## config.mk

```make
export PLATFORM = sky130hd
export DESIGN_NAME = smau_queue
export DESIGN_NICKNAME = d
export VERILOG_FILES = /design/src/rtl/scaled_moving_average_unit_macros.svh /design/src/rtl/smau_pkg.sv /design/src/rtl/smau_queue.sv
export SDC_FILE = /design/constraint.sdc
export NUM_CORES = 1
export LEC_CHECK = 0
export BUFFER_PORTS_ARGS = -buffer_cell sky130_fd_sc_hd__buf_2
export CAP_MARGIN = 20
export CORE_MARGIN = 2
export CORE_UTILIZATION = 51
export DETAILED_ROUTE_END_ITERATION = 6
export GPL_ROUTABILITY_DRIVEN = 0
export PLACE_DENSITY = 0.81
export SKIP_CTS_REPAIR_TIMING = 1
export SYNTH_ARGS = -nofsm -noshare
export SYNTH_HDL_FRONTEND = slang
export SYNTH_SLANG_ARGS = --single-unit
```

## constraint.sdc

```tcl
create_clock -name clk -period 1.8 [get_ports clk]
set_input_delay 0.36 -clock clk [delete_from_list [all_inputs] [get_ports clk]]
set_output_delay 0.36 -clock clk [all_outputs]
set_load 0.02 [all_outputs]
```

## src/rtl/scaled_moving_average_unit_macros.svh

```systemverilog
// Assertion macros shared by the scaled moving average unit.
// Expects clk and rst (synchronous, active high) in the using module.
`ifndef SCALED_MOVING_AVERAGE_UNIT_MACROS_SVH
`define SCALED_MOVING_AVERAGE_UNIT_MACROS_SVH

// Condition holds at every clock edge out of reset.
`define SMAU_ASSERT_HOLDS(label, cond, msg) \
  label: assert property (@(posedge clk) disable iff (rst) (cond)) \
    else $error(msg);

// Antecedent implies consequent in the same cycle.
`define SMAU_ASSERT_IMPLIES(label, ante, cons, msg) \
  label: assert property (@(posedge clk) disable iff (rst) (ante) |-> (cons)) \
    else $error(msg);

// Antecedent implies consequent in the next cycle.
`define SMAU_ASSERT_NEXT(label, ante, cons, msg) \
  label: assert property (@(posedge clk) disable iff (rst) (ante) |=> (cons)) \
    else $error(msg);

`endif

```

## src/rtl/smau_pkg.sv

```systemverilog
// Package for the scaled moving average unit: payload types, register codes,
// state encodings and fixed widths. No dependencies.
`timescale 1ns / 1ps
`default_nettype none

package smau_pkg;

  localparam int SAMPLE_W    = 16;
  localparam int AVG_W       = 32;
  localparam int COUNT_W     = 7;
  localparam int SCALE_W     = 32;
  localparam int FRAC_BITS   = 16;
  localparam int ROUND_SHIFT = FRAC_BITS - 1;
  localparam int CFG_INDEX_W = 1;
  localparam int CFG_DATA_W  = 32;
  localparam int QUEUE_DEPTH = 2;

  localparam logic [SCALE_W-1:0] SCALE_RESET = 32'h0001_0000;

  typedef enum logic [CFG_INDEX_W-1:0] {
    REG_FILTER_ENABLE = 1'b0,
    REG_SCALE_FACTOR  = 1'b1
  } cfg_reg_t;

  typedef struct packed {
    logic [SAMPLE_W-1:0] sample;
  } in_item_t;

  typedef struct packed {
    logic [AVG_W-1:0]   average;
    logic [COUNT_W-1:0] sample_count;
  } out_item_t;

  typedef enum logic {
    F_IDLE,
    F_UPDATE
  } front_state_t;

  typedef enum logic [1:0] {
    B_IDLE,
    B_MUL,
    B_DIV,
    B_DONE
  } back_state_t;

endpackage

`default_nettype wire

```

## src/rtl/smau_queue.sv

```systemverilog
// Two-entry queue between the front end and the divider back end.
// Uses smau_pkg for the depth.
`timescale 1ns / 1ps
`default_nettype none

module smau_queue import smau_pkg::*; #(
  parameter int WIDTH = 28
) (
  input  logic             clk,
  input  logic             rst,
  input  logic             push_valid,
  output logic             push_ready,
  input  logic [WIDTH-1:0] push_data,
  output logic             pop_valid,
  input  logic             pop_ready,
  output logic [WIDTH-1:0] pop_data
);

  localparam int PTR_W = $clog2(QUEUE_DEPTH);
  localparam int LVL_W = $clog2(QUEUE_DEPTH + 1);

  logic [WIDTH-1:0] slots [QUEUE_DEPTH];
  logic [PTR_W-1:0] wr_ptr, rd_ptr;
  logic [LVL_W-1:0] level;
  logic             do_push, do_pop;

  assign push_ready = (level != LVL_W'(QUEUE_DEPTH));
  assign pop_valid  = (level != '0);
  assign pop_data   = slots[rd_ptr];
  assign do_push    = push_valid && push_ready;
  assign do_pop     = pop_valid && pop_ready;

  always_ff @(posedge clk) begin
    if (rst) begin
      wr_ptr <= '0;
      rd_ptr <= '0;
      level  <= '0;
    end else begin
      if (do_push) wr_ptr <= wr_ptr + PTR_W'(1);
      if (do_pop)  rd_ptr <= rd_ptr + PTR_W'(1);
      if (do_push && !do_pop)      level <= level + LVL_W'(1);
      else if (do_pop && !do_push) level <= level - LVL_W'(1);
    end
  end

  always_ff @(posedge clk) begin
    if (do_push) slots[wr_ptr] <= push_data;
  end

endmodule

`default_nettype wire

```

After elaboration in Yosys (flattened, before gate mapping)
Memory sizes are Yosys's and may differ from the RTL's. A register that Yosys moved wholly into a read port is not among the register bits.
Cells that the tools add are included.
Word-level totals
  flip-flop bits (word level): 4
  RAM bits: 56
  output and inout port bits: 30
  logic and storage cells: 23
  memories: 1
Operators by class
  add/sub/neg operators: 4
  eq/ne operators: 1
  muxes and demuxes: 6
  reduce and logical (&&, ||, !) cells: 8
Memories
  slots: depth 2, width 28, rd ports 1, clocked after memory_dff 1, wr ports 1, line smau_queue.sv:22  | logic [WIDTH-1:0] slots [QUEUE_DEPTH];
Operators with widths (number)
  logical AND 1 bit: 4
  2-to-1 mux 1 bit: 4
  2-to-1 mux 2 bit: 2
  nonzero test 2 bit: 2
  adder 1 bit (second input constant): 2
  adder 2 x 1 -> 2 bit (second input constant): 1
  zero test 1 bit: 2
  != test 2 bit (second input constant): 1
  subtractor 2 x 1 -> 2 bit (second input constant): 1

Logic depth before layout (Yosys ltp)
  word-level depth: 6
  gate-level depth with buffers: 6
  depth with buffers taken out: 6

Worst setup path after synthesis
OpenSTA, ideal clock, no wires.
  path type: register -> register
  start: reg level[0]
  end: mem slots[1][0], enable pin
  setup time: 0.388 ns
  arrival time: 1.471 ns
  path slack: -0.058 ns
  stages on the path, launching flop included: 3
  clock period less this slack: 1.858 ns
  cell sequence: dfxtp_1 > nand2b_1 > and3_1
On the way
  longest elaborated chain between the ends: 4
RTL lines
  start: declaration: line smau_queue.sv:24  | logic [LVL_W-1:0] level;
  start signal: assignment: line smau_queue.sv:41  | if (do_push && !do_pop) level <= level + LVL_W'(1);
  start signal: assignment: line smau_queue.sv:42  | else if (do_pop && !do_push) level <= level - LVL_W'(1);
  != test 2 bit: line smau_queue.sv:27  | assign push_ready = (level != LVL_W'(QUEUE_DEPTH));
  named net push_ready: line smau_queue.sv:12  | output logic push_ready,
  logical AND 1 bit: line smau_queue.sv:30  | assign do_push = push_valid && push_ready;
  2-to-1 mux 1 bit: line smau_queue.sv:47  | if (do_push) slots[wr_ptr] <= push_data;
  2-to-1 mux 1 bit (not written as such): line smau_queue.sv:47
  end: declaration: line smau_queue.sv:22
The timed path passes the listed nets, and every way through them passes these cells.

==> reports/metrics.cfg <==
[clock_tree]
cts_tree = built
numCtsBuffers = 9
cts_sinks = 61
htreeDepth = 3
clk_path_buf_depth = 2
clk_pin_slew_ns = 0.07
clock_latency_ns = 0.33
cts_root_buffer = clkbuf_8

[floorplan]
initial_utilization = 0.522
die_w_um = 70.3
rows = 24
dieArea_um2 = 4940
io_pins = 62
core_area_um2 = 4290
die-height_um = 70.3

[placement]
placed_cells = 227
dp_slack_ns = 0.129
portBuffers = 61
dpl_cell_area_um2 = 2640
dp_hpwl_um = 2700

[critical_path]
r2r_end = level[1]
path_buf_inv = 2
required_ns = 1.44
crit_path_max_fanout = 16
cp-endpoint = pop_data[27]
cp-start-kind = flop
end_kind = output pin
timing.rr.start = level[0]
cp.depth = 3
slowest_delay_ns = 0.37
r2r_cells = 5
cpMaxStageDelayCell = dfxtp_2
r2r_slack_ns = 0.11
crit_type = reg -> out
path_delay_family = flip-flops
path_cells = buf_12, mux2_2, buf_2
crit_arrival_ns = 1.37

[timing]
worst_pin_slew_ns = 0.405
hold_ws_ns = 0.215
setup_ws_ns = 0.0676
slew_headroom = 0.727
rsz0062_at_grt = no
fin_crit_ns = 1.73
fin_crit_sh = 0.962
setup_violations = 0
fin_skew_ns = 0.0106
maxSlewViolCount = 0
finalHoldViolations = 0
max_clock_freq_mhz = 577

[yosys]
postSynthCellCount = 111
syn_nets = 144
synth-seq-area-share = 0.796
synth_cell_types = 18
synth_area_um2 = 2240
synth_seq_cells = 61
syn_area_per_cell_um2 = 20.2
yosys_warnings = 0

[route]
dr.pass1.iters = 4
routed_wl_um = 3950
routedWlPerCell_um = 16.2
vias = 1227
drc = 0
final_antenna_net_count = 0
drtIter0Drc = 73
post_drt_via_cell_ratio = 5.03

[power]
vdd_ir_drop_max_mv = 0.941
power.density_nw_per_um2 = 1510
p_leak_nw = 1.11

[global_routing]
grt_first_pass_wirelength_um = 6280
grt_pass1_vias = 1367
grt_max_degree = 17
grt.total_usage = 0.175
grt.overflow.total = 0
grt_antenna_before_repair = 0

[final_layout]
num_antenna_cells = 0
fin_util = 0.668
nNetsFinal = 220
drive_gt1_frac = 0.589
area_growth_pct = 28.0
final_cells = 244
stdcell_area_um2 = 2870

[hold_path]
hp-class = in -> reg

[run]
maxCapViolations = 0

[outcome]
status = completed

-- synth_stat cells, drive strengths merged --
master / n / share of area
and3: 1 / 0.0028
nor2: 3 / 0.0050
edfxtp: 56 / 0.75
mux2: 28 / 0.14
xor2: 3 / 0.012
inv: 1 / 0.0017
or2: 1 / 0.0028
o21ai: 2 / 0.0045
a21bo: 1 / 0.0045
buf: 3 / 0.0089
or3: 1 / 0.0028
and2: 1 / 0.0028
nand3b: 1 / 0.0034
dfxtp: 5 / 0.045
a21oi: 2 / 0.0045
ha: 1 / 0.0056
nand2b: 1 / 0.0028
-- how the worst min path moves through the flow --
stage / startpoint / endpoint / slack (ns) / cells past startpoint
floorplan: rst / level[1] / 0.43 / 1
global placement: level[1] / level[1] / 0.48 / 2
detailed placement: rd_ptr / rd_ptr / 0.51 / 2
CTS: push_data[16] / slots[0][16] / 0.21 / 1
global route: push_data[19] / slots[1][19] / 0.20 / 1
finish: push_data[16] / slots[0][16] / 0.21 / 1
-- stage by stage --
| step | TNS [ns] | power, mW |
|---|---|---|
| finish | 0 | 4.32 |
| global route | 0 | 4.52 |
| floorplan | 0 | 2.67 |
| global placement | 0 | 2.99 |
| detailed placement | 0 | 3.06 |
| CTS | -0.0734 | 4.31 |
-- layout make-up --
class                           count  area, µm²
Sequential cell                    61       1780
Fill cell                         300       1430
Multi-Input combinational cell     46        435
Timing Repair Buffer               68        374
Clock buffer                       10        128
Clock inverter                      6       77.6
Tap cell                           52       65.1
Inverter                            1       3.75
-- cells in the final DEF (no fill, tap or decap), drive strengths merged --
master / netlist / final
dfxtp: 5 / 5
clkinv: 0 / 4
or2: 1 / 1
and3: 1 / 1
edfxtp: 56 / 56
nor2: 3 / 3
mux2: 28 / 28
ha: 1 / 1
a21bo: 1 / 1
or3: 1 / 1
inv: 1 / 1
xor2: 3 / 3
bufinv: 0 / 2
nand3b: 1 / 1
a21oi: 2 / 2
and2: 1 / 1
buf: 3 / 68
nand2b: 1 / 1
clkbuf: 0 / 10
o21ai: 2 / 2
-- flip-flops by register name (all words and copies together), names as in the netlist, named ones only --
signal and flops:
slots 56, level 2, rd_ptr 1, wr_ptr 1
-- metal layers --
metal / GRT usage / vias to the layer above / part of all wire
met5: 0 / - / 0
met4: 0.0962 / 0 / 0.022
met3: 0.0491 / 8 / 0.050
met2: 0.295 / 43 / 0.54
met1: 0.200 / 592 / 0.39
li1: - / 584 / -
-- report_power, final --
group          internal [mW]  leakage (nW)  switching, mW  total (mW)
registers               1.78         0.565         0.0777        1.86
logic                  0.523         0.443          0.688        1.21
clock network          0.765         0.105          0.483        1.25
-- worst reg2reg max path: cells and delay by family, from the launching register on --
kind	cells	cell delay, ns
simple gates	3	0.79
flops	1	0.36
fa+ha+maj	1	0.33
compound gates	1	0.14
-- logic make-up after synthesis --
| family | count (synthesis) | share of synthesized area |
|---|---|---|
| buf+inv | 4 | 0.0106 |
| compound gates | 5 | 0.0134 |
| xor+xnor | 3 | 0.0117 |
| flops | 61 | 0.796 |
| mux | 28 | 0.141 |
| fa+ha+maj | 1 | 0.00559 |
| simple gates | 9 | 0.0224 |
(Power assumes the default switching activity.)
