$ cat src/rtl/scaled_moving_average_unit_macros.svh
// Assertion macros shared by the scaled moving average unit.
// Expects clk and rst (synchronous, active high) in the using module.
`ifndef SCALED_MOVING_AVERAGE_UNIT_MACROS_SVH
`define SCALED_MOVING_AVERAGE_UNIT_MACROS_SVH

// Condition holds at every clock edge out of reset.
`define SMAU_ASSERT_HOLDS(label, cond, msg) \
  label: assert property (@(posedge clk) disable iff (rst) (cond)) \
    else $error(msg);

// Antecedent implies consequent in the same cycle.
`define SMAU_ASSERT_IMPLIES(label, ante, cons, msg) \
  label: assert property (@(posedge clk) disable iff (rst) (ante) |-> (cons)) \
    else $error(msg);

// Antecedent implies consequent in the next cycle.
`define SMAU_ASSERT_NEXT(label, ante, cons, msg) \
  label: assert property (@(posedge clk) disable iff (rst) (ante) |=> (cons)) \
    else $error(msg);

`endif

$ cat src/rtl/smau_pkg.sv
// Package for the scaled moving average unit: payload types, register codes,
// state encodings and fixed widths. No dependencies.
`timescale 1ns / 1ps
`default_nettype none

package smau_pkg;

  localparam int SAMPLE_W    = 16;
  localparam int AVG_W       = 32;
  localparam int COUNT_W     = 7;
  localparam int SCALE_W     = 32;
  localparam int FRAC_BITS   = 16;
  localparam int ROUND_SHIFT = FRAC_BITS - 1;
  localparam int CFG_INDEX_W = 1;
  localparam int CFG_DATA_W  = 32;
  localparam int QUEUE_DEPTH = 2;

  localparam logic [SCALE_W-1:0] SCALE_RESET = 32'h0001_0000;

  typedef enum logic [CFG_INDEX_W-1:0] {
    REG_FILTER_ENABLE = 1'b0,
    REG_SCALE_FACTOR  = 1'b1
  } cfg_reg_t;

  typedef struct packed {
    logic [SAMPLE_W-1:0] sample;
  } in_item_t;

  typedef struct packed {
    logic [AVG_W-1:0]   average;
    logic [COUNT_W-1:0] sample_count;
  } out_item_t;

  typedef enum logic {
    F_IDLE,
    F_UPDATE
  } front_state_t;

  typedef enum logic [1:0] {
    B_IDLE,
    B_MUL,
    B_DIV,
    B_DONE
  } back_state_t;

endpackage

`default_nettype wire

$ cat src/rtl/smau_stream_if.sv
// Valid/ready stream channel with a typed payload.
// Payload types come from smau_pkg.
`timescale 1ns / 1ps
`default_nettype none

interface smau_stream_if #(parameter type T = logic);
  logic valid;
  logic ready;
  T     data;

  modport source (output valid, output data, input ready);
  modport sink   (input valid, input data, output ready);
endinterface

`default_nettype wire

$ cat src/rtl/smau_back.sv
// Back end: scales the running sum, divides by the fill count one quotient
// bit per cycle, saturates and holds the result beat. Uses smau_pkg.
`timescale 1ns / 1ps
`default_nettype none
`include "scaled_moving_average_unit_macros.svh"

module smau_back import smau_pkg::*; #(
  parameter int WINDOW_LEN = 10
) (
  input  logic clk,
  input  logic rst,
  input  logic [SCALE_W-1:0] scale_factor,
  input  logic pop_valid,
  output logic pop_ready,
  input  logic [$clog2(WINDOW_LEN*65535+1)+$clog2(WINDOW_LEN+1)-1:0] pop_data,
  smau_stream_if.source results
);

  localparam int SUM_W  = $clog2(WINDOW_LEN*65535+1);
  localparam int CNT_W  = $clog2(WINDOW_LEN+1);
  localparam int NUM_W  = SUM_W + SCALE_W + 1;
  localparam int QUO_W  = NUM_W - FRAC_BITS;
  localparam int STEP_W = $clog2(QUO_W);

  back_state_t       state, state_next;
  logic [SUM_W-1:0]  sum_q;
  logic [CNT_W-1:0]  cnt_q;
  logic [NUM_W-1:0]  numer;
  logic [QUO_W-1:0]  quo;
  logic [CNT_W-1:0]  rem;
  logic [STEP_W-1:0] step;
  logic [CNT_W:0]    rem_sh, rem_diff;
  logic              take_bit;
  logic              out_valid;
  out_item_t         out_item;
  logic [AVG_W-1:0]  avg_sat;

  assign numer    = NUM_W'(sum_q) * NUM_W'(scale_factor) + (NUM_W'(cnt_q) << ROUND_SHIFT);
  assign rem_sh   = {rem, quo[QUO_W-1]};
  assign rem_diff = rem_sh - {1'b0, cnt_q};
  assign take_bit = (rem_sh >= {1'b0, cnt_q});
  assign avg_sat  = (quo[QUO_W-1:AVG_W] != '0) ? '1 : quo[AVG_W-1:0];

  assign results.valid = out_valid;
  assign results.data  = out_item;

  always_comb begin
    state_next = state;
    pop_ready  = 1'b0;
    case (state)
      B_IDLE: begin
        pop_ready = 1'b1;
        if (pop_valid) state_next = B_MUL;
      end
      B_MUL:  state_next = B_DIV;
      B_DIV:  if (step == '0) state_next = B_DONE;
      B_DONE: if (!out_valid || results.ready) state_next = B_IDLE;
      default: state_next = B_IDLE;
    endcase
  end

  always_ff @(posedge clk) begin
    if (rst) begin
      state     <= B_IDLE;
      out_valid <= 1'b0;
    end else begin
      state <= state_next;
      if (state == B_DONE && (!out_valid || results.ready)) out_valid <= 1'b1;
      else if (results.ready)                                 out_valid <= 1'b0;
    end
  end

  always_ff @(posedge clk) begin
    case (state)
      B_IDLE: begin
        if (pop_valid) {sum_q, cnt_q} <= pop_data;
      end
      B_MUL: begin
        // drop the fraction bits now, then divide by the count alone
        quo  <= numer[NUM_W-1:FRAC_BITS];
        rem  <= '0;
        step <= STEP_W'(QUO_W - 1);
      end
      B_DIV: begin
        quo  <= {quo[QUO_W-2:0], take_bit};
        rem  <= take_bit ? rem_diff[CNT_W-1:0] : rem_sh[CNT_W-1:0];
        step <= step - STEP_W'(1);
      end
      B_DONE: begin
        if (!out_valid || results.ready) begin
          out_item.average      <= avg_sat;
          out_item.sample_count <= COUNT_W'(cnt_q);
        end
      end
      default: ;
    endcase
  end

  `SMAU_ASSERT_IMPLIES(a_div_nonzero, state == B_DIV, cnt_q != '0, "divide by zero count")
  `SMAU_ASSERT_IMPLIES(a_rem_bound, state == B_DIV, rem < cnt_q, "remainder not below divisor")
  `SMAU_ASSERT_IMPLIES(a_count_valid, out_valid, out_item.sample_count != '0, "result with empty window")

endmodule

`default_nettype wire

$ cat src/flat_wrapper.sv
// flat-port wrapper written by rule: the top's interface ports become plain ports
module smau_back_flat import smau_pkg::*;
#(
  parameter int WINDOW_LEN = 10
)
  (clk, rst, scale_factor, pop_valid, pop_ready, pop_data, results_valid, results_data, results_ready);
  smau_stream_if results_i ();
  input  logic clk;
  input  logic rst;
  input  logic [SCALE_W-1:0] scale_factor;
  input  logic pop_valid;
  output logic pop_ready;
  input  logic [$clog2(WINDOW_LEN*65535+1)+$clog2(WINDOW_LEN+1)-1:0] pop_data;
  output wire logic [$bits(results_i.valid)-1:0] results_valid;
  output wire logic [$bits(results_i.data)-1:0] results_data;
  input wire logic [$bits(results_i.ready)-1:0] results_ready;
  assign results_valid = results_i.valid;
  assign results_data = results_i.data;
  assign results_i.ready = results_ready;
  smau_back #(.WINDOW_LEN(WINDOW_LEN)) u_core (.clk(clk), .rst(rst), .scale_factor(scale_factor), .pop_valid(pop_valid), .pop_ready(pop_ready), .pop_data(pop_data), .results(results_i));
endmodule
$ cat config.mk
export PLATFORM = sky130hd
export DESIGN_NAME = smau_back_flat
export DESIGN_NICKNAME = d
export VERILOG_FILES = /design/src/rtl/smau_pkg.sv /design/src/rtl/smau_stream_if.sv /design/src/rtl/smau_back.sv /design/src/flat_wrapper.sv
export VERILOG_INCLUDE_DIRS = /design/src /design/src/rtl
export SDC_FILE = /design/constraint.sdc
export NUM_CORES = 1
export LEC_CHECK = 0
export BUFFER_PORTS_ARGS = -buffer_cell sky130_fd_sc_hd__buf_2
export CORE_MARGIN = 2
export CORE_UTILIZATION = 36
export DETAILED_ROUTE_END_ITERATION = 12
export GPL_TIMING_DRIVEN = 0
export PLACE_DENSITY_LB_ADDON = 0.08
export SLEW_MARGIN = 20
export SYNTH_ARGS = -nofsm -noshare
export SYNTH_HDL_FRONTEND = slang
export SYNTH_SLANG_ARGS = --single-unit
$ cat constraint.sdc
create_clock -name clk -period 3 [get_ports clk]
set_clock_uncertainty 0.05 [all_clocks]
set_input_delay 0.45 -clock clk [delete_from_list [all_inputs] [get_ports clk]]
set_output_delay 0.45 -clock clk [all_outputs]
set_load 0.1 [all_outputs]
# --- Yosys cells after proc, flatten, opt, wreduce, memory -nomap -nowiden ---
# Cells that the tools add are included.
# W data, S select, Z words.
classes:
  n_mux: 8
  reduce_logical: 10
  eq_ne: 6
  n_addsub: 1
op_table:
  columns: ["cell", "n"]
  rows:
  - ["$pmux W6 S2", 1]
  - ["$pmux W2 S4", 1]
  - ["$logic_not A6 Y1", 1]
  - ["$mux W2", 3]
  - ["$sub A6 B1 Y6 const B", 1]
  - ["$eq A2 B2 Y1 const B", 2]
  - ["$ne A2 B1 Y1 const B", 2]
  - ["$reduce_and A2 Y1", 2]
  - ["$reduce_bool A2 Y1", 2]
  - ["$mux W1", 3]
  - ["$reduce_and A3 Y1", 1]
  - ["$eq A2 B1 Y1 const B", 1]
  - ["$logic_not A2 Y1", 1]
  - ["$ne A2 B2 Y1 const B", 1]
  - ["$logic_and A1 B1 Y1", 1]
  - ["$logic_not A1 Y1", 1]
  - ["$logic_or A1 B1 Y1", 1]
word_totals:
  ff_bits: 11
  input_bits: 60
  output_inout_bits: 3
  elab_cells: 30

# --- Longest topological paths before layout ---
# Gate-level depths: netlist (run 1).
depth:
  word_depth: 4
  ltp_mapped: 6
  mapped_depth_nobuf: 6

# --- Worst setup path after synthesis (run 1) ---
# Ideal clock, no wire load.
synth_timing:
  path_kind: "register -> register"
  startpoint: "register u_core.state[0]"
  endpoint: "register u_core.state[0]"
  n_path_buf: 0
  stages_incl_launch_ff: 7
  arrival_time_ps: 1787
  setup_slack_ps: 1048
  synth_period_minus_slack_ps: 1952
  setup_time_ps: 115
  required_time_ps: 2835
  path_cell_list: "dfxtp_1 -> inv_1 -> ha_1 -> nor2b_1 -> a21oi_1 -> a21boi_2 -> o21a_1"
synth_via:
  elab_chain_len: 3
  word_cells_on_any_way: 9
  classes_between: "eq/ne (6); mux (1); reduce/logical (2)"
synth_lines:
  columns: ["item", "line_no", "text"]
  rows:
  - ["start, declared", "smau_back.sv:25", "back_state_t state, state_next;"]
  - ["start signal, assigned", "smau_back.sv:67", "state <= state_next;"]
  - ["$eq A2 B2 Y1 or $logic_not A2 Y1 (tied branches)", "smau_back.sv:50", "case (state)"]
  - ["$ne A2 B1 Y1 (no source line) or $ne A2 B2 Y1 (tied branches)", null, null]
  - ["$reduce_and A3 Y1 (no source line)", null, null]
# Parallel ways exist; a longest one is shown, timed or not.
# A chain may end at the register's enable or synchronous reset.

# --- Worst setup path in the final report (run 1) ---
layout_timing:
  startpoint: "register u_core.state[0]"
  endpoint: "output port pop_ready"
layout_via:
  elab_chain_len: 2
layout_lines:
  columns: ["item", "line_no", "text"]
  rows:
  - ["$logic_not A2 Y1", "smau_back.sv:50", null]
  - ["$mux W1", "smau_back.sv:50", null]
  - ["end, declared", "flat_wrapper.sv:12", "output logic pop_ready;"]
# Every way passes these cells.

==> reports/metrics.cfg, run 1 <==
[placed_design]
place_area_um2 = 638
post-place-cells = 74
dpl.hpwl_um = 678
placement.io_buffers = 7
gpl.final_weighted_congestion = 0.674

[timing]
setup_viol = 0
timing.final.crit_period_ns = 1.80
max_slew.worst_pin.slew_ns = 0.483
timing.final.max_slew_violations = 0
final.setup.tns_ns = 0
timing.final.hold_violations = 0
final.period_utilization = 0.601
fmax_mhz = 555
setup_repair_after_global_routing_missed_its_margin = false
slew-limit-headroom = 0.680

[clocking]
cts_tree = yes
cts.sink_count = 11
cts.htree.levels = 1
cts-hold-fix-buffers = 0
cts.reportedPaths.clkPinSlew_ns = 0.07
clock_path_buffers = 2
postCtsSetupRepairBufs = 0
cts_resized = 0
number_of_clock_buffers_inserted_by_tritoncts = 3
clk_root_buffer_cell = clkbuf_4
clkLatencyLatePin_ns = 0.26

[setup_path]
critical_path.endpoint_type = output pin
critical_path_class = reg -> out
r2r_end = u_core.state[1]
setup_crit_end = pop_ready
required_ns = 2.50
worst-r2r-cell-count = 6
worstPathArrival_ns = 1.30
start_kind = flip-flop
critical_path.startpoint = u_core.state[0]
rr_startpoint = u_core.state[0]
r2r_slack_ns = 1.53
critical_path.max_fanout = 3

[die]
fp.dieH_um = 44.2
placeableCoreArea_um2 = 1510
start_util = 0.387
pin_count = 63
core.rowCount = 14
die_area_um2 = 1960
chipWidth_um = 44.2

[cells_and_area]
drive_gt1_frac = 0.210
regArea_um2 = 300
finish.instance_area_um2 = 664
area_growth_pct = 13.9
antennaDiodeCount = 0
final_common_cell = edfxtp_1
nets = 129
total_area_of_multi_input_combinational_cells_um2 = 268
instances_no_fill = 78
mostFrequentLayoutCells = edfxtp_1 (8), buf_2 (7), ha_1 (6)
final.fill_count = 154

[detailed_routing]
drt-vias-per-instance = 4.81
wl_met1_um = 483
topRoutingLayerUsed = met4
detailedRoute.firstPassIterationCount = 4
number_of_violations_reported_at_the_end_of_detailed_routing_iteration_0 = 2
totalWireLength_um = 895
routedWlPerCell_um = 11.5
drc = 0
met2_length_um = 381
dr_wl_met3_um = 21
postRouteAntennaNets = 0
via_count = 375

[grt]
grt_start_max_net_pins = 9
grt_first_pass_wirelength_mm = 1.64
globalRouteTotalUtil = 0.122
antenna_violations_before_repair = 0
first_global_vias = 371
overflow_left_after_global_routing = 0

[synthesis]
synthTopCellsByArea = edfxtp_1 (41%), ha_1 (13%), dfxtp_1 (10%), nor2b_1 (4.3%), and2_1 (3.2%)
yosys.area_share.xor_xnor = 0.0601
synth_area_per_cell_um2 = 11.4
combinational_family_with_the_most_area_after_synthesis = simple AND/OR/NAND/NOR gates
yosys_warnings = 0
ys_seq_elements = 11
synth_unique_cells = 20
synth_compound_area_frac = 0.0494
synth_sequential_area_ratio = 0.515
post_synth_fa_ha_maj_area_fraction = 0.129
post-synth-top-area-cell = edfxtp_1
mappedNetlistArea_um2 = 583
synth.mux.area_fraction = 0.0172
synth_largest_type_area_fraction = 0.412
synth_area_in_simple_gates = 0.204
mappedNetlistNets = 117
postSynthCellCount = 51

[power]
irDropWorstVdd_v = 0.000464
p_leak_uw = 0.000264
power_per_cell_area_nw_per_um2 = 939

[status]
status = completed

[flow_run]
cap_viol_max_count = 0

[worst_hold_path]
min-delay-start = pop_data[0]
holdCritPathClass = in -> reg

[power by group]
part	switching, µW	internal (µW)
logic	179	85.6
registers	31.6	226
clock network	50.9	51.3
[stage by stage]
step           worst slack (ns)  hold WS, ns   util  total power, µW
3_3_place_gp               1.49        0.351  0.424              528
6_report                   1.20        0.308  0.441              624
5_1_grt                    1.14        0.289  0.441              671
2_1_floorplan              1.05        0.350      -              479
3_5_place_dp               1.48        0.362  0.424              530
4_1_cts                    1.18        0.299  0.441              635
[worst max-delay path, cell delays in order, from the launching register on]
cell and delay [ns]:
dfxtp_1 0.33, inv_1 0.10, ha_1 0.18, buf_2 0.43
[registers in the layout, summed over array words and instances (netlist names)]
name and count:
u_core.cnt_q 1, u_core.results.data 1, u_core.results.valid 1, u_core.state 2, u_core.step 6
[worst min-delay path by stage]
stage | end | slack (ns) | cells after the start
after CTS | u_core.cnt_q[0] | 0.30 | 1
after global placement | u_core.results.data | 0.35 | 0
after detailed placement | u_core.results.data | 0.36 | 0
after floorplan | u_core.results.data | 0.35 | 0
after global routing | u_core.cnt_q[0] | 0.29 | 1
final | u_core.cnt_q[0] | 0.31 | 1
[layout make-up]
class | count | share of cell area
clock buffer | 4 | 0.0395
inverter | 4 | 0.0226
multi-input combinational | 36 | 0.403
sequential | 11 | 0.452
tap | 16 | 0.0301
timing repair buffer | 7 | 0.0527
[cell families after synthesis]
kind of cell               after synthesis
xor gates and xnor gates                 4
AOI/OAI and AO/OA                        4
adders and majority gates                6
and+or+nand+nor                         21
muxes                                    1
DFF                                     11
buffers and inverters                    4
[cells in the mapped netlist]
| master | n |
|---|---|
| nor2b_2 | 1 |
| nor2_1 | 4 |
| nor3_2 | 1 |
| xor2_1 | 2 |
| a21oi_1 | 2 |
| xnor2_1 | 2 |
| nor2b_1 | 4 |
| ha_1 | 6 |
| mux2i_1 | 1 |
| nand3_1 | 1 |
| inv_1 | 4 |
| and2_1 | 3 |
| edfxtp_1 | 8 |
| dfxtp_1 | 3 |
| nand2_1 | 3 |
| nand2b_1 | 2 |
| nand3b_1 | 1 |
| a21boi_2 | 1 |
| nor3_1 | 1 |
| o21a_1 | 1 |
[metal layers]
metal,track usage,vias to the layer above
li1,-,190
met1,0.158,180
met2,0.171,3
met3,0.0367,2
met4,0.0909,0
met5,0,-
No activity file was read; power rests on OpenSTA's default activity.
==> inputs of run 2 (changes only) <==
--- a/config.mk
+++ b/config.mk
@@ -8,7 +8,7 @@
 export LEC_CHECK = 0
 export BUFFER_PORTS_ARGS = -buffer_cell sky130_fd_sc_hd__buf_2
 export CORE_MARGIN = 2
-export CORE_UTILIZATION = 36
+export CORE_UTILIZATION = 33
 export DETAILED_ROUTE_END_ITERATION = 12
 export GPL_TIMING_DRIVEN = 0
 export PLACE_DENSITY_LB_ADDON = 0.08
==> constraint.sdc (replaced) <==
create_clock -name clk -period 1.8 [get_ports clk]
set_clock_uncertainty 0.05 [all_clocks]
set_input_delay 0.27 -clock clk [delete_from_list [all_inputs] [get_ports clk]]
set_output_delay 0.27 -clock clk [all_outputs]
set_load 0.1 [all_outputs]
==> reports/metrics.cfg, run 2 (synthesis gave the netlist of run 1 again) <==
[status]
status = completed

[timing]
max_slew.worst_pin.slew_ns = 0.485  ; +0.00170 ns
fmax_mhz = 611
final.period_utilization = 0.910
setup_repair_after_global_routing_missed_its_margin = false
timing.final.hold_violations = 0  ; unchanged
final.setup.tns_ns = 0  ; unchanged
slew-limit-headroom = 0.679  ; -0.00113
setup_ws_ns = 0.162  ; -1.04 ns
timing.final.crit_period_ns = 1.64
timing.final.max_slew_violations = 0  ; unchanged
setup_viol = 0  ; unchanged

[clocking]
clock_path_buffers = 2  ; unchanged
number_of_clock_buffers_inserted_by_tritoncts = 3  ; unchanged
postCtsSetupRepairBufs = 0  ; unchanged
cts_resized = 0  ; unchanged
cts.sink_count = 11  ; unchanged
clk_root_buffer_cell = clkbuf_4
cts_tree = yes
clkLatencyLatePin_ns = 0.27  ; about the same
cts.reportedPaths.clkPinSlew_ns = 0.08  ; about the same
cts-hold-fix-buffers = 0  ; unchanged
cts.htree.levels = 1  ; unchanged

[setup_path]
worstPathArrival_ns = 1.32  ; +0.02 ns
highest_cell_delay_on_the_worst_timing_path_ns = 0.42  ; about the same
critical_path.startpoint = u_core.state[0]
path_cells = inv_1 > ha_2 > buf_2
critical_path.max_fanout = 3  ; unchanged
crit_path_top_delay_cell = buf_2
critical_path.endpoint_type = output pin
path_buf_inv = 2  ; unchanged
path_delay_family = buffers and inverters
rr_startpoint = u_core.state[1]
start_kind = flip-flop
required_ns = 1.48  ; -1.02 ns
critical_path_class = reg -> out

[cells_and_area]
final_common_cell = edfxtp_1
largest_registers = u_core.step: 6 flops, u_core.state: 2 flops
antennaDiodeCount = 0  ; unchanged
final.fill_count = 175  ; +14%
area_growth_pct = 14.8
total_area_of_multi_input_combinational_cells_um2 = 270  ; +0.93%
mostFrequentLayoutCells = edfxtp_1 (8), buf_2 (7), ha_1 (5)
nets = 129  ; unchanged
top_register = u_core.step
drive_gt1_frac = 0.242  ; +0.0323
largest_reg_flops = 6  ; unchanged
regArea_um2 = 302  ; +0.42%

[die]
core.rowCount = 15  ; +1
chipWidth_um = 46.0  ; +4.0%
placeableCoreArea_um2 = 1690  ; +12%
start_util = 0.345  ; -0.0419
die_area_um2 = 2120  ; +8.3%
pin_count = 63  ; unchanged
fp.dieH_um = 46.0  ; +4.0%

[detailed_routing]
drc = 0  ; unchanged
totalWireLength_um = 905  ; +1.1%
routedWlPerCell_um = 11.5  ; -0.16%
detailedRoute.firstPassIterationCount = 4  ; unchanged
postRouteAntennaNets = 0  ; unchanged
number_of_violations_reported_at_the_end_of_detailed_routing_iteration_0 = 2  ; unchanged
via_count = 354  ; -5.6%
drt-vias-per-instance = 4.48  ; -6.8%

[power]
irDropWorstVdd_v = 0.000651  ; +40%
p_leak_uw = 0.000263  ; -0.23%
power_per_cell_area_nw_per_um2 = 1570  ; +67%

[grt]
first_global_vias = 380  ; +2.4%
grt_first_pass_wirelength_mm = 1.67  ; +2.1%
grt_start_max_net_pins = 9  ; unchanged
globalRouteTotalUtil = 0.115  ; -0.00696
antenna_violations_before_repair = 0  ; unchanged
overflow_left_after_global_routing = 0  ; unchanged

[worst_hold_path]
holdCritPathClass = in -> reg
min-delay-start = pop_data[0]

[placed_design]
gpl.final_weighted_congestion = 0.675  ; +0.16%
dpl.hpwl_um = 684  ; +0.84%
placement.io_buffers = 7  ; unchanged
detailedPlace.worstSlack_ns = 0.356  ; -1.13 ns

[flow_run]
cap_viol_max_count = 0  ; unchanged

run 2: final timing paths:
check / slack [ns] / end / cells past startpoint
worst max-delay path: 0.16 / pop_ready / 3
worst max register to register: 0.34 / u_core.state[1] / 6
worst min register to register: 0.38 / u_core.results.data / 0
worst min-delay path: 0.13 / u_core.cnt_q[0] / 1
run 2: layer usage:
layer	vias up	part of all wire	global-route usage
met3	0	0.036	0.0357
met1	160	0.52	0.159
met5	-	0	0
met2	5	0.45	0.161
met4	0	0	0.0571
li1	189	-	-
run 2: area by class of cell:
| type | instances | share of cell area |
|---|---|---|
| Clock buffer | 4 | 0.0393 |
| Inverter | 4 | 0.0224 |
| Multi-Input combinational cell | 36 | 0.404 |
| Sequential cell | 11 | 0.450 |
| Tap cell | 17 | 0.0318 |
| Timing Repair Buffer | 7 | 0.0523 |
run 2: power breakdown:
| part | switching [µW] | internal (µW) | total (µW) | leakage [µW] |
|---|---|---|---|---|
| logic | 297 | 150 | 447 | 0.000152 |
| registers | 55.6 | 376 | 432 | 0.0000967 |
| clock network | 87.8 | 85.7 | 173 | 0.0000150 |
run 2: worst register-to-register path, stage by stage (launching register included):
cell	delay [ns]
dfxtp_1	0.38
inv_1	0.08
ha_2	0.18
nor2b_1	0.13
a21oi_1	0.16
a21boi_2	0.24
mux2i_1	0.19
run 2: per-stage QoR:
step | instance area [µm²] | power [µW] | hold WS (ns) | util | instances
after floorplan | 587 | 809 | 0.285 | - | 51
after global placement | 643 | 890 | 0.353 | 0.381 | 75
after detailed placement | 643 | 893 | 0.362 | 0.381 | 75
after CTS | 669 | 1070 | 0.120 | 0.396 | 79
after global routing | 669 | 1140 | 0.115 | 0.396 | 79
final | 669 | 1050 | 0.126 | 0.396 | 79
